==> src/rtl/rn48_pkg.sv <==
// ----------------------------------------------------------------------------
// rn48_pkg
// Shared types, constants and helper functions for the node48 child table.
// ----------------------------------------------------------------------------
package rn48_pkg;

    localparam int SLOTS      = 48;
    localparam int KEYS       = 256;
    localparam int SCAN_CHUNK = 32;
    localparam int CHUNKS     = KEYS / SCAN_CHUNK;
    localparam int SLOT_W     = 6;
    localparam int CHUNK_W    = $clog2(CHUNKS);
    localparam int CIDX_W     = $clog2(SCAN_CHUNK);
    localparam int PC_W       = $clog2(SCAN_CHUNK + 1);
    localparam logic [5:0] UNDERFULL_RST = 6'd12;

    localparam logic [2:0] OP_INSERT = 3'd0;
    localparam logic [2:0] OP_REMOVE = 3'd1;
    localparam logic [2:0] OP_CHANGE = 3'd2;
    localparam logic [2:0] OP_LOOKUP = 3'd3;
    localparam logic [2:0] OP_SELECT = 3'd4;
    localparam logic [2:0] OP_SEEK   = 3'd5;

    localparam logic [1:0] ST_OK   = 2'd0;
    localparam logic [1:0] ST_MISS = 2'd1;
    localparam logic [1:0] ST_FULL = 2'd2;

    typedef enum logic [2:0] {
        CMD_INSERT,
        CMD_REMOVE,
        CMD_CHANGE,
        CMD_LOOKUP,
        CMD_SELECT,
        CMD_SEEK,
        CMD_BAD
    } t_cmd;

    typedef struct packed {
        logic [2:0]  operation;
        logic [7:0]  key_byte;
        logic [63:0] child_value;
        logic [5:0]  wanted_rank;
    } t_in;

    typedef struct packed {
        logic [1:0]  status;
        logic [63:0] found_child;
        logic [7:0]  found_key;
        logic [5:0]  found_rank;
        logic [5:0]  occupancy;
        logic        is_full;
        logic        is_underfull;
    } t_out;

    typedef struct packed {
        t_cmd        cmd;
        logic [7:0]  key;
        logic [63:0] value;
        logic [5:0]  rank;
    } t_req;

    function automatic logic [PC_W-1:0] popcount_chunk(input logic [SCAN_CHUNK-1:0] v);
        logic [PC_W-1:0] n;
        n = '0;
        for (int i = 0; i < SCAN_CHUNK; i++) begin
            n = n + PC_W'(v[i]);
        end
        return n;
    endfunction

    function automatic logic [CIDX_W-1:0] first_set_chunk(input logic [SCAN_CHUNK-1:0] v);
        logic [CIDX_W-1:0] idx;
        idx = '0;
        for (int i = SCAN_CHUNK - 1; i >= 0; i--) begin
            if (v[i]) begin
                idx = CIDX_W'(i);
            end
        end
        return idx;
    endfunction

    function automatic logic [SLOT_W-1:0] first_free(input logic [SLOTS-1:0] used);
        logic [SLOT_W-1:0] idx;
        idx = '0;
        for (int i = SLOTS - 1; i >= 0; i--) begin
            if (!used[i]) begin
                idx = SLOT_W'(i);
            end
        end
        return idx;
    endfunction

endpackage

==> src/rtl/rn48_front.sv <==
// ----------------------------------------------------------------------------
// rn48_front
// Accepts input beats, decodes the operation and queues requests (2 deep).
// ----------------------------------------------------------------------------
module rn48_front import rn48_pkg::*; (
    input  logic i_clk,
    input  logic i_rst_n,
    input  logic i_in_valid,
    output logic o_in_stall,
    input  t_in  i_in,
    output logic o_q_valid,
    output t_req o_q_req,
    input  logic i_q_pop
);

    t_req       r_q [2];
    logic       r_wp, r_rp;
    logic [1:0] r_cnt;
    t_req       w_req;
    logic       w_push;

    always_comb begin
        w_req.key   = i_in.key_byte;
        w_req.value = i_in.child_value;
        w_req.rank  = i_in.wanted_rank;
        unique case (i_in.operation)
            OP_INSERT: w_req.cmd = CMD_INSERT;
            OP_REMOVE: w_req.cmd = CMD_REMOVE;
            OP_CHANGE: w_req.cmd = CMD_CHANGE;
            OP_LOOKUP: w_req.cmd = CMD_LOOKUP;
            OP_SELECT: w_req.cmd = CMD_SELECT;
            OP_SEEK:   w_req.cmd = CMD_SEEK;
            default:   w_req.cmd = CMD_BAD;
        endcase
    end

    assign o_in_stall = (r_cnt == 2'd2);
    assign w_push     = i_in_valid && !o_in_stall;
    assign o_q_valid  = (r_cnt != 2'd0);
    assign o_q_req    = r_q[r_rp];

    always_ff @(posedge i_clk) begin
        if (w_push) begin
            r_q[r_wp] <= w_req;
        end
    end

    always_ff @(posedge i_clk) begin
        if (!i_rst_n) begin
            r_wp  <= 1'b0;
            r_rp  <= 1'b0;
            r_cnt <= 2'd0;
        end else begin
            if (w_push) begin
                r_wp <= ~r_wp;
            end
            if (i_q_pop) begin
                r_rp <= ~r_rp;
            end
            r_cnt <= r_cnt + 2'(w_push) - 2'(i_q_pop);
        end
    end

endmodule

==> config.mk <==
export PLATFORM = sky130hd
export DESIGN_NAME = rn48_front
export DESIGN_NICKNAME = d
export VERILOG_FILES = /design/src/rtl/rn48_pkg.sv /design/src/rtl/rn48_front.sv
export SDC_FILE = /design/constraint.sdc
export NUM_CORES = 1
export LEC_CHECK = 0
export ABC_AREA = 0
export BUFFER_PORTS_ARGS = -buffer_cell sky130_fd_sc_hd__buf_2
export CAP_MARGIN = 30
export CORE_ASPECT_RATIO = 1.75
export CORE_MARGIN = 4
export CORE_UTILIZATION = 53
export DETAILED_ROUTE_END_ITERATION = 7
export PLACE_DENSITY = 0.8
export SETUP_SLACK_MARGIN = 0.3
export SLEW_MARGIN = 20
export SYNTH_ARGS = -nofsm -noshare
export SYNTH_HDL_FRONTEND = slang
export SYNTH_SLANG_ARGS = --single-unit
==> constraint.sdc <==
create_clock -name i_clk -period 5.76 [get_ports i_clk]
set_input_delay 0 -clock i_clk [delete_from_list [all_inputs] [get_ports i_clk]]
set_output_delay 0 -clock i_clk [all_outputs]
set_load 0.01 [all_outputs]
# After elaboration in Yosys (flattened, before gate mapping)
# Memory sizes are Yosys's and may differ from the RTL's. A register that Yosys moved wholly into a read port is not among the register bits.
# Cells that the tools add are included.
dict set report op_classes {
  n_addsub 2
  eq_ne 6
  n_mux 5
  n_bitwise 2
  reduce_logical 4
}
# cell n
set ops {}
lappend ops {{$pmux W3 S6} 1}
lappend ops {{$eq A3 B2 Y1 const B} 2}
lappend ops {{$eq A3 B3 Y1 const B} 2}
lappend ops {{$mux W1} 4}
lappend ops {{$eq A3 B1 Y1 const B} 1}
lappend ops {{$logic_not A3 Y1} 1}
lappend ops {{$add A2 B1 Y2} 1}
lappend ops {{$eq A2 B2 Y1 const B} 1}
lappend ops {{$not A1 Y1} 2}
lappend ops {{$reduce_bool A2 Y1} 1}
lappend ops {{$sub A2 B1 Y2} 1}
lappend ops {{$logic_and A1 B1 Y1} 1}
lappend ops {{$logic_not A1 Y1} 1}
dict set report totals {
  regBits 4
  ram_bits 162
  inputBits 85
  output_inout_bits 83
  word_cells 23
  n_memories 1
}
# name depth word_bits read_ports rd_ports_with_merged_regs write_ports line_no
set mem_list {}
lappend mem_list {r_q 2 81 1 1 1 rn48_front.sv:16} ;# t_req r_q [2];

# Logic depth before layout (Yosys ltp)
dict set report logic_depth {
  word_depth 5
  ltp_mapped 8
  depth_no_buf 8
}

# Worst setup path before layout
# No wires, ideal clock.
dict set report synth_path {
  kind {register to register}
  from {reg r_cnt[0]}
  to {mem r_q[0][0] (netlist bit), enable pin}
  setup_ps 521
  arrival_time_ps 3934
  t_required_ps 5239
  slack_ps 1305
  path_stages_with_launch 4
  n_path_buf 0
  synth_period_minus_slack_ps 4455
  cell_sequence {dfxtp_1 -> nand2b_1 -> nand2_1 -> nor2_1}
}
dict set report synth_via {
  elab_chain_cells 5
}
# element line_no
set synth_lines {}
lappend synth_lines {{start: declaration} rn48_front.sv:18} ;# logic [1:0] r_cnt;
lappend synth_lines {{start signal: assignment} rn48_front.sv:60} ;# r_cnt <= r_cnt + 2'(w_push) - 2'(i_q_pop);
lappend synth_lines {{$eq A2 B2 Y1} rn48_front.sv:37} ;# assign o_in_stall = (r_cnt == 2'd2);
lappend synth_lines {{$logic_not A1 Y1} rn48_front.sv:38} ;# assign w_push = i_in_valid && !o_in_stall;
lappend synth_lines {{$logic_and A1 B1 Y1} rn48_front.sv:38}
lappend synth_lines {{$mux W1} rn48_front.sv:43} ;# if (w_push) begin
lappend synth_lines {{$mux W1 (implied by the code)} rn48_front.sv:44} ;# r_q[r_wp] <= w_req;
lappend synth_lines {{end: declaration} rn48_front.sv:16}
# Every way passes these cells.

==> impl_results.md <==
* Status: complete, no violations
* Nets at 631
* Hold slack at 0.308 ns
* Gr busiest metal: met2
* Final WS setup at between 3 and 4 ns
* DRT Wirelength at approximately 13 mm
* Initial antenna violation count at 0
* Post-synthesis sequential area ratio at 76.5%
* Filler Cell Count at 716
* Pwr dens at about 350 nW/µm²
* Synth Area in Compound Gates at 0.116%
* H-tree levels at 4
* Maximum VDD drop at 270 µV
* Setup tns final at 0 ns
* Xor/xnor share of the synthesized area at 0.270%
* Post-Route Skew at 0.00480 ns
* HP Class: input port to flip-flop
* Relative slew slack at 47.4%
* DRT iter0 DRCs at between 100 and 150
* Crit path cell chain: buf_4 > mux2_4 > buf_2
* Met2 global-route usage at 34.8%
* I/O pins at 168
* Placed Area at 7430 µm²
* Final worst-path cycle share at 43.9%
* DR pass1 iterations at 6
* CTS Hold Bufs at 84
* Post-Synth Simple-Gate Area at roughly 1.0%
* Met3 global-route usage at 4.62%
* First-pass GRT wire length at 20.0 mm
* Family with the most delay on the worst path: buffers and inverters
* Vias per cell at around 4.8
* Critical path endpoint category: primary output
* CTS Root Cell: clkbuf_16
* Post-DP HPWL at 7.75 mm
* Row cnt at 53
* Synth area leader: edfxtp_1
* Setup bufs post-CTS at 0
* Total CTS buffers at 17
* # setup viols final at 0
* CTS tree: built
* Max Fclk at 396 MHz
* Core Box Area at 12000 µm²
* Commonest non-fill, non-tap cell in the layout: buf_2
* Max Cap Viol at 0
* Worst EP required at roughly 5.8 ns
* # resized after CTS at 0
* Setup Slack @ Placement at 3.58 ns
* Clock Pin Slew Worst Setup and Hold Paths at ~0.060 ns
* Share of cells above drive strength 1 at 51.3%
* DR WL/cell at 17.7 µm
* Max clock buf depth at 2
* YS warnings at 0
* Post-DRT Antenna Nets at 0
* Worst EP arrival at between 2 and 3 ns
* PortBufs at 167
* Syn Std Cell Area at 6490 µm²
* Starting Density at 54.1%
* Met1 Usage GRT at 19.7%
* Post-synth cell types at 20
* Register area at between 4000 and 5000 µm²
* Synth area leaders: edfxtp_1 (75%), mux2_4 (19%), buf_12 (2.5%)
* Final hold vios at 0
* Die W at just over 90 µm
* Avg Inst Size Synth at 23.1 µm²
* Die Ht at 154 µm
* GRT Util Overall at 18.8%
* Routability Congestion at 0.739
* Multi-input logic area at 1350 µm²
* Share of the synthesized area in the top cell type at 74.9%
* Post-synthesis net count at 368
* Worst-Margin Slew at 0.789 ns
* Placed insts at roughly 600
* ANT cells at 0
* P_leak at 3.54 nW
* Routed via count at 3437
* Crit-path max FO at 43
* Crit path kind: flip-flop to primary output
* Buffers and inverters on the worst path at 2
* Clk Latency, worst-skew pair at 0.41 ns
* Post-route DRC at 0
* Area Growth Syn to Fin at 35.9%
* Delay of the slowest critical-path stage at 0.80 ns
* Post-synthesis mux area share at 18.8%
* CTS Sinks at roughly 170
* CP max-delay cell: dfxtp_4
* Vias in the first global route at 3780
* Cell area after layout at 8820 µm²
* Cells after synthesis at 281
* Total grt overflow at 0
* Min cycle time layout at 2.53 ns
* Post-Layout Cell Count at 722
* Largest family of logic cells by synthesized area: multiplexers
* Setup crit start kind: flip-flop
* Die footprint at 14200 µm²
* Largest net degree at the start of global routing at 44
* RSZ-0062 raised after global routing: false
* Final max-slew violation count at 0
* Yosys reg bits at 167
* Most frequent cells in the layout: buf_2 (167), edfxtp_1 (162), dlygate4sd3_1 (84)
* Synth Area in Adders at 0.385%
==> through the flow <==
step,power [mW],util [%]
global route,3.21,73.5
CTS,3.10,73.5
global placement,1.99,61.5
finish,3.08,73.5
floorplan,1.86,-
detailed placement,2.01,61.9
==> worst paths after layout <==
check / start / endpoint / slack, ns / cells past startpoint
setup / recovery: flip-flop / o_q_req[67] / 3.23 / 3
hold / removal: i_in[8] / r_q[0][8]$_DFFE_PP_ / 0.31 / 2
setup reg to reg: r_cnt[0]$_SDFF_PN0_ / r_q[0][12]$_DFFE_PP_ / 3.56 / 5
hold reg to reg: r_cnt[1]$_SDFF_PN0_ / r_cnt[1]$_SDFF_PN0_ / 0.53 / 2
==> report_power, final <==
part	switching (mW)	total [mW]	internal (mW)
clock network	0.453	1.05	0.597
logic	0.233	0.501	0.268
registers	0.0495	1.53	1.48
total	0.736	3.08	2.35
==> synth_stat cells (all sizes together) <==
master / number
dfxtp: 5
mux2i: 1
or2: 1
nor3: 1
edfxtp: 162
nand2b: 2
nor2: 4
ha: 2
xnor2: 1
inv: 3
nand2: 2
and2: 2
a21boi: 1
xor2: 1
and3: 1
clkbuf: 2
mux2: 81
buf: 9
==> sequential cells by signal, indices dropped and copies added (netlist names), named ones only <==
signal and cells:
r_q 162, r_cnt 2, r_wp 1, r_rp 1
==> kinds of logic (layout without fill, tap and decap cells) <==
kind of cell    count (synthesis)  after routing
simple gates                   13             13
fa+ha+maj                       2              2
xor+xnor                        2              2
mux                            82             82
compound gates                  1              1
buf+inv                        14            290
flops                         167            167
==> routing by layer <==
| metal | vias to the layer above | routed length (µm) |
|---|---|---|
| met4 | 0 | 325 |
| met3 | 23 | 671 |
| li1 | 1629 | - |
| met2 | 103 | 7330 |
| met1 | 1682 | 4450 |
| met5 | - | 0 |
==> cell type report <==
cell class	count	share of cell area (%)
Inverter	3	0.128
Timing Repair Buffer	255	19.6
Tap cell	165	2.34
Clock buffer	18	4.86
Clock inverter	14	1.43
Sequential cell	167	56.3
Multi-Input combinational cell	100	15.3
(Power assumes the default switching activity.)
